File: src/hw/rtl/tli_pkg.sv
package tli_pkg;

  // Sample store geometry
  localparam int MAX_SAMPLES = 64;
  localparam int ADDR_W      = $clog2(MAX_SAMPLES);
  localparam int CNT_W       = $clog2(MAX_SAMPLES + 1);

  // Field widths
  localparam int DAY_W   = 20;
  localparam int VAL_W   = 32;
  localparam int WIN_W   = 16;
  localparam int ACT_W   = 2;
  localparam int STAT_W  = 2;
  localparam int CFG_IDX_W  = 2;
  localparam int CFG_DATA_W = 16;

  // Arithmetic widths
  localparam int DIFF_W = VAL_W + 1;          // va - vb
  localparam int PROD_W = DIFF_W + DAY_W + 1; // (va - vb) * (t - db)
  localparam int MAG_W  = PROD_W - 1;         // magnitude of the product
  localparam int SUM_W  = MAG_W + 2;          // vb +/- quotient
  localparam int LO_W   = DAY_W + 2;          // signed lower window edge
  localparam int HI_W   = DAY_W + 1;          // upper window edge
  localparam int DIV_CNT_W = $clog2(MAG_W);

  localparam logic [WIN_W-1:0] WINDOW_RESET = WIN_W'(16);

  // Action codes
  localparam logic [ACT_W-1:0] ACT_CLEAR  = 2'd0;
  localparam logic [ACT_W-1:0] ACT_APPEND = 2'd1;
  localparam logic [ACT_W-1:0] ACT_QUERY  = 2'd2;

  // Result status codes
  localparam logic [STAT_W-1:0] STAT_EXACT  = 2'd0;
  localparam logic [STAT_W-1:0] STAT_INTERP = 2'd1;
  localparam logic [STAT_W-1:0] STAT_NONE   = 2'd2;

  // Configuration register indexes
  localparam logic [CFG_IDX_W-1:0] CFG_WIN_BEFORE = 2'd0;
  localparam logic [CFG_IDX_W-1:0] CFG_WIN_AFTER  = 2'd1;

  typedef struct packed {
    logic [ACT_W-1:0]        action;
    logic [DAY_W-1:0]        sample_day;
    logic signed [VAL_W-1:0] sample_value;
    logic                    sample_valid;
    logic [DAY_W-1:0]        target_day;
  } in_t;

  typedef struct packed {
    logic signed [VAL_W-1:0] value;
    logic [STAT_W-1:0]       status;
  } out_t;

  // Controller to datapath
  typedef struct packed {
    logic clear;
    logic append;
    logic start_query;
    logic issue;
    logic decide;
    logic mul;
    logic div_init;
    logic div_step;
    logic add;
    logic load_out;
  } cmd_t;

  // Datapath to controller
  typedef struct packed {
    logic             scan_end;
    logic             have_exact;
    logic             have_before;
    logic             have_after;
    logic [CNT_W-1:0] sample_count;
  } sts_t;

endpackage

File: src/hw/rtl/tli_ctrl.sv
module tli_ctrl (
  input  logic                    clk,
  input  logic                    rst_n,
  input  logic                    in_valid,
  input  logic [tli_pkg::ACT_W-1:0] in_action,
  input  logic                    out_stall,
  input  tli_pkg::sts_t           sts,
  output logic                    in_stall,
  output logic                    out_valid,
  output tli_pkg::cmd_t           cmd
);
  import tli_pkg::*;

  typedef enum logic [7:0] {
    S_IDLE    = 8'b0000_0001,
    S_SCAN    = 8'b0000_0010,
    S_DECIDE  = 8'b0000_0100,
    S_MUL     = 8'b0000_1000,
    S_DIVINIT = 8'b0001_0000,
    S_DIV     = 8'b0010_0000,
    S_ADD     = 8'b0100_0000,
    S_DONE    = 8'b1000_0000
  } state_t;

  state_t               state_r, state_nxt;
  logic [DIV_CNT_W-1:0] div_cnt_r, div_cnt_nxt;
  logic                 out_valid_r, out_valid_nxt;
  logic                 accept;
  logic                 out_free;

  assign in_stall  = (state_r != S_IDLE);
  assign accept    = in_valid && !in_stall;
  assign out_valid = out_valid_r;
  assign out_free  = !out_valid_r || !out_stall;

  // Sequencer
  always_comb begin
    state_nxt   = state_r;
    div_cnt_nxt = div_cnt_r;
    cmd         = '0;
    unique case (state_r)
      S_IDLE: begin
        if (accept) begin
          unique case (in_action)
            ACT_CLEAR:  cmd.clear = 1'b1;
            ACT_APPEND: cmd.append = 1'b1;
            ACT_QUERY: begin
              cmd.start_query = 1'b1;
              state_nxt       = S_SCAN;
            end
            default: ;
          endcase
        end
      end
      S_SCAN: begin
        // reads stop at the fill count; the last read word is evaluated before moving to S_DECIDE
        if (!sts.scan_end) begin
          cmd.issue = 1'b1;
        end else begin
          state_nxt = S_DECIDE;
        end
      end
      S_DECIDE: begin
        cmd.decide = 1'b1;
        if (!sts.have_exact && sts.have_before && sts.have_after) begin
          state_nxt = S_MUL;
        end else begin
          state_nxt = S_DONE;
        end
      end
      S_MUL: begin
        cmd.mul   = 1'b1;
        state_nxt = S_DIVINIT;
      end
      S_DIVINIT: begin
        cmd.div_init = 1'b1;
        div_cnt_nxt  = DIV_CNT_W'(MAG_W - 1);
        state_nxt    = S_DIV;
      end
      S_DIV: begin
        cmd.div_step = 1'b1;
        div_cnt_nxt  = div_cnt_r - 1'b1;
        if (div_cnt_r == '0) begin
          state_nxt = S_ADD;
        end
      end
      S_ADD: begin
        cmd.add   = 1'b1;
        state_nxt = S_DONE;
      end
      S_DONE: begin
        if (out_free) begin
          cmd.load_out = 1'b1;
          state_nxt    = S_IDLE;
        end
      end
      default: state_nxt = S_IDLE;
    endcase
  end

  // Output valid flag
  always_comb begin
    out_valid_nxt = out_valid_r;
    if (cmd.load_out) begin
      out_valid_nxt = 1'b1;
    end else if (out_valid_r && !out_stall) begin
      out_valid_nxt = 1'b0;
    end
  end

  always_ff @(posedge clk) begin
    if (!rst_n) begin
      state_r     <= S_IDLE;
      div_cnt_r   <= '0;
      out_valid_r <= 1'b0;
    end else begin
      state_r     <= state_nxt;
      div_cnt_r   <= div_cnt_nxt;
      out_valid_r <= out_valid_nxt;
    end
  end

endmodule

File: config.mk
export PLATFORM = sky130hd
export DESIGN_NAME = tli_ctrl
export DESIGN_NICKNAME = d
export VERILOG_FILES = /design/src/hw/rtl/tli_pkg.sv /design/src/hw/rtl/tli_ctrl.sv
export SDC_FILE = /design/constraint.sdc
export NUM_CORES = 1
export LEC_CHECK = 0
export BUFFER_PORTS_ARGS = -buffer_cell sky130_fd_sc_hd__buf_2
export CAP_MARGIN = 20
export CORE_MARGIN = 4
export CORE_UTILIZATION = 40
export DETAILED_ROUTE_END_ITERATION = 6
export HOLD_SLACK_MARGIN = 0.12
export MAX_ROUTING_LAYER = met4
export PLACE_DENSITY = 0.62
export SYNTH_ARGS = -nofsm -noshare
export SYNTH_HDL_FRONTEND = slang
export SYNTH_SLANG_ARGS = --single-unit
File: constraint.sdc
create_clock -name clk -period 3.6 [get_ports clk]
set_input_delay 0.36 -clock clk [delete_from_list [all_inputs] [get_ports clk]]
set_output_delay 0.36 -clock clk [all_outputs]
set_load 0.01 [all_outputs]
Word level (Yosys, flattened, before mapping)

Cells that the tools add are included.
W data, S select, Z words.

Output and inout bits: 12
Bits in registers: 15

Mux-type cells: 24
$add $sub $neg: 1
Equal/unequal tests: 16
Reduce and logical (&&, ||, !) cells: 14

Operator list:

| kind                  | number |
|---|---|
| $pmux W8 S8           | 1 |
| $mux W8               | 6 |
| $mux W1               | 14 |
| $pmux W6 S2           | 1 |
| $eq A8 B1 Y1 const B  | 1 |
| $eq A8 B2 Y1 const B  | 1 |
| $eq A8 B3 Y1 const B  | 1 |
| $eq A8 B4 Y1 const B  | 1 |
| $eq A8 B5 Y1 const B  | 1 |
| $eq A8 B6 Y1 const B  | 1 |
| $eq A8 B7 Y1 const B  | 1 |
| $eq A8 B8 Y1 const B  | 1 |
| $ne A2 B2 Y1 const B  | 4 |
| $ne A8 B1 Y1 const B  | 1 |
| $logic_not A6 Y1      | 1 |
| $mux W3               | 2 |
| $sub A6 B1 Y6 const B | 1 |
| $reduce_and A5 Y1     | 1 |
| $logic_and A1 B1 Y1   | 4 |
| $logic_not A1 Y1      | 4 |
| $reduce_bool A2 Y1    | 2 |
| $eq A2 B1 Y1 const B  | 1 |
| $eq A2 B2 Y1 const B  | 1 |
| $logic_not A2 Y1      | 1 |
| 2 further kinds       | 2 |

Longest topological paths before layout

Depth in word-level cells: 5
Depth in mapped cells: 6
Mapped depth without buffers: 6

Worst setup path before layout

OpenSTA, ideal clock, no wires.

Path kind: reg2out
From: reg state_r[4]
To: out cmd[9] (netlist name)
Data required time: 3.240 ns
Cell stages (with the launch flop): 6
Path slack: 1.755 ns
Arrival: 1.485 ns
Path buffers: 1
Path through: dfxtp_1 clkbuf_1 nor4_4 nand3_1 nor3b_1 nor2b_1

RTL lines:

| what                   | RTL line        | text |
|---|---|---|
| start, declared        | tli_ctrl.sv:25  | `state_t state_r, state_nxt;` |
| start signal, assigned | tli_ctrl.sv:117 | `state_r <= state_nxt;` |
| end, declared          | tli_ctrl.sv:10  | `output tli_pkg::cmd_t cmd` |

==> impl_metrics.env <==
export IMPL_routedWlPerCell_um=13.0
export IMPL_drc=0
export IMPL_post_cts_buffers=0
export IMPL_timing_final_crit_share_pct=62.2
export IMPL_reg2reg_from="state_r[5]$_SDFFE_PN0P_"
export IMPL_die_h_um=56.3
export IMPL_holdBufCountCts=0
export IMPL_synthCells=111
export IMPL_max_vdd_ir_drop_mv=0.212
export IMPL_rows=17
export IMPL_finalSetupTns_ns=0
export IMPL_syn_area_um2=933
export IMPL_drive_above_1_share_pct=23.8
export IMPL_whs_endpoint="state_r[7]$_SDFFE_PN0P_"
export IMPL_num_nets_final=150
export IMPL_first_pass_iters=4
export IMPL_die_area_mm2=0.00317
export IMPL_critical_path_class="reg -> out"
export IMPL_fmax_mhz=447
export IMPL_synth_top_cells_by_count="dfxtp_1, nor2_1, nand2_1"
export IMPL_routed_via_density=5.47
export IMPL_cp_end_kind="primary output"
export IMPL_ant_nets=0
export IMPL_period_needed_ns=2.24
export IMPL_yosysWarningCount=0
export IMPL_arrival_ns=1.88
export IMPL_clock_sinks=15
export IMPL_worstPathMaxFanout=7
export IMPL_antenna_found_initial=0
export IMPL_dp_hpwl_mm=1.57
export IMPL_p_leak_nw=0.480
export IMPL_total_power_uw=322
export IMPL_synth_seq_area_share_pct=32.2
export IMPL_slew_headroom_pct=67.2
export IMPL_post_cts_resized=0
export IMPL_synth_edf_count=0
export IMPL_gp_congestion=0.795
export IMPL_numCtsBuffers=3
export IMPL_ios=29
export IMPL_rsz0062_at_grt="false"
export IMPL_hp_class="in -> reg"
export IMPL_n_fill_cell=226
export IMPL_r2r_slack_ns=1.63
export IMPL_grt_max_degree=13
export IMPL_wl_mm=2.06
export IMPL_reg2reg_depth=4
export IMPL_status="finished, final reports clean"
export IMPL_cellPowerDensity_mw_per_mm2=301
export IMPL_worst_pin_slew_ns=0.486
export IMPL_design_core_area_mm2=0.00221
export IMPL_synth_top_area_share_pct=32.2
export IMPL_antenna_cells=0
export IMPL_synthTopCellsByArea="dfxtp_1, nor2_1, nor4_4"
export IMPL_setup_viol=0
export IMPL_grtUsageTotal_pct=12.6
export IMPL_clockBufferDepth=2
export IMPL_hold_viol=0
export IMPL_synth_largest_area_cell="dfxtp_1"
export IMPL_die_x_um=56.3
export IMPL_cp_start_kind="flip-flop"
export IMPL_ys_types=44
export IMPL_grt_pass1_wl_mm=3.08
export IMPL_port_buffers=21
export IMPL_reg2reg_to="state_r[1]$_SDFFE_PN0P_"
export IMPL_drt_iter0_drc=23
export IMPL_synth_seq_cells=15
export IMPL_synth_ff_type="dfxtp_1"
export IMPL_hold_start="rst_n"
export IMPL_synthArstFlopShare_pct=0
export IMPL_whs_path_depth=2
export IMPL_root_buffer="clkbuf_4"
export IMPL_final_util_pct=48.3
export IMPL_tritoncts="built"
export IMPL_htreeDepth=1
export IMPL_skew_ns=0.0102
export IMPL_syn2layout_area_growth_pct=14.5
export IMPL_synth_nets=130
export IMPL_drv_cap=0
export IMPL_grt_pass1_vias=700
export IMPL_overflow=0
export IMPL_num_vias=864
export IMPL_clkTransAtPathRegs_ns=0.10
export IMPL_avgSynthCellArea_um2=8.41
export IMPL_initial_utilization_pct=42.2
export IMPL_required_ns=3.24
export IMPL_synth_most_common_cell="dfxtp_1"
export IMPL_clock_latency_ns=0.29
export IMPL_slew_viol_final=0
how the worst max path moves through the flow:
| stage | start | to | slack (ns) | depth (start not counted) |
|---|---|---|---|---|
| after floorplan | state_r[4]$_SDFFE_PN0P_ | cmd[9] | 1.76 | 5 |
| after global placement | state_r[2]$_SDFFE_PN0P_ | cmd[9] | 1.71 | 5 |
| after detailed placement | state_r[2]$_SDFFE_PN0P_ | cmd[9] | 1.66 | 5 |
| after CTS | state_r[2]$_SDFFE_PN0P_ | cmd[9] | 1.33 | 5 |
| after global routing | state_r[2]$_SDFFE_PN0P_ | cmd[9] | 1.17 | 5 |
| final | state_r[2]$_SDFFE_PN0P_ | cmd[9] | 1.36 | 5 |
registers in the layout, indices dropped and copies added, names as in the netlist:
signal / count
state_r: 8
div_cnt_r: 6
out_valid: 1
power breakdown:
| group | switching (mW) | internal, mW |
|---|---|---|
| Clock | 0.0567 | 0.0414 |
| Combinational | 0.0266 | 0.0228 |
| Sequential | 0.00512 | 0.169 |
| Total | 0.0885 | 0.233 |
layout by cell type, fill, tap and decap left out, drive strengths merged, types with 2 or more instances in the layout:
master	instances
buf	21
dfxtp	15
nor2	14
nand2	8
nor2b	5
nand3	5
and3	5
inv	5
nor3b	4
o21a	3
nor3	3
nand4	3
clkbuf	3
nor4	2
nor4b	2
a31oi	2
a311o	2
a21boi	2
xnor2	2
o22a	2
ha	2
routing by layer:
metal,GRT usage (%),vias to the layer above,wire [um]
li1,-,440,-
met1,16.4,404,1010
met2,18.0,18,915
met3,4.60,2,109
met4,4.07,0,19
met5,-,-,0
critical path, stage by stage, from the launching register on:
cell     delay, ns
dfxtp_1       0.40
nor4_4        0.45
nand3_1       0.20
nor3b_1       0.26
nor2b_1       0.15
buf_2         0.13
through the flow:
stage          setup WS, ns  area, um2  hold slack [ns]  std cells
5_1_grt                1.17       1070            0.392        158
6_report               1.36       1070            0.397        158
3_3_place_gp           1.71       1040            0.494        154
3_5_place_dp           1.66       1040            0.502        154
4_1_cts                1.33       1070            0.393        158
2_1_floorplan          1.76        933            0.471        111
cell families after synthesis:
| group | count (synthesis) | synth area share (%) |
|---|---|---|
| flip-flops | 15 | 32.2 |
| XOR/XNOR | 3 | 2.82 |
| buffers and inverters | 11 | 5.49 |
| AND/OR/NAND/NOR | 59 | 39.0 |
| AO/OA/AOI/OAI | 21 | 17.8 |
| adder cells (fa/ha/maj) | 2 | 2.68 |
area by class of cell:
cell class | instances | area [um2] | area share (%)
well taps | 28 | 35.0 | 3.28
inverters | 5 | 18.8 | 1.76
repair buffers | 21 | 105 | 9.84
clock inverters | 1 | 5.00 | 0.468
clock buffers | 3 | 22.5 | 2.11
multi-input cells | 85 | 582 | 54.4
flip-flops and latches | 15 | 300 | 28.1
Note: power is estimated with default switching activity, not from simulation.
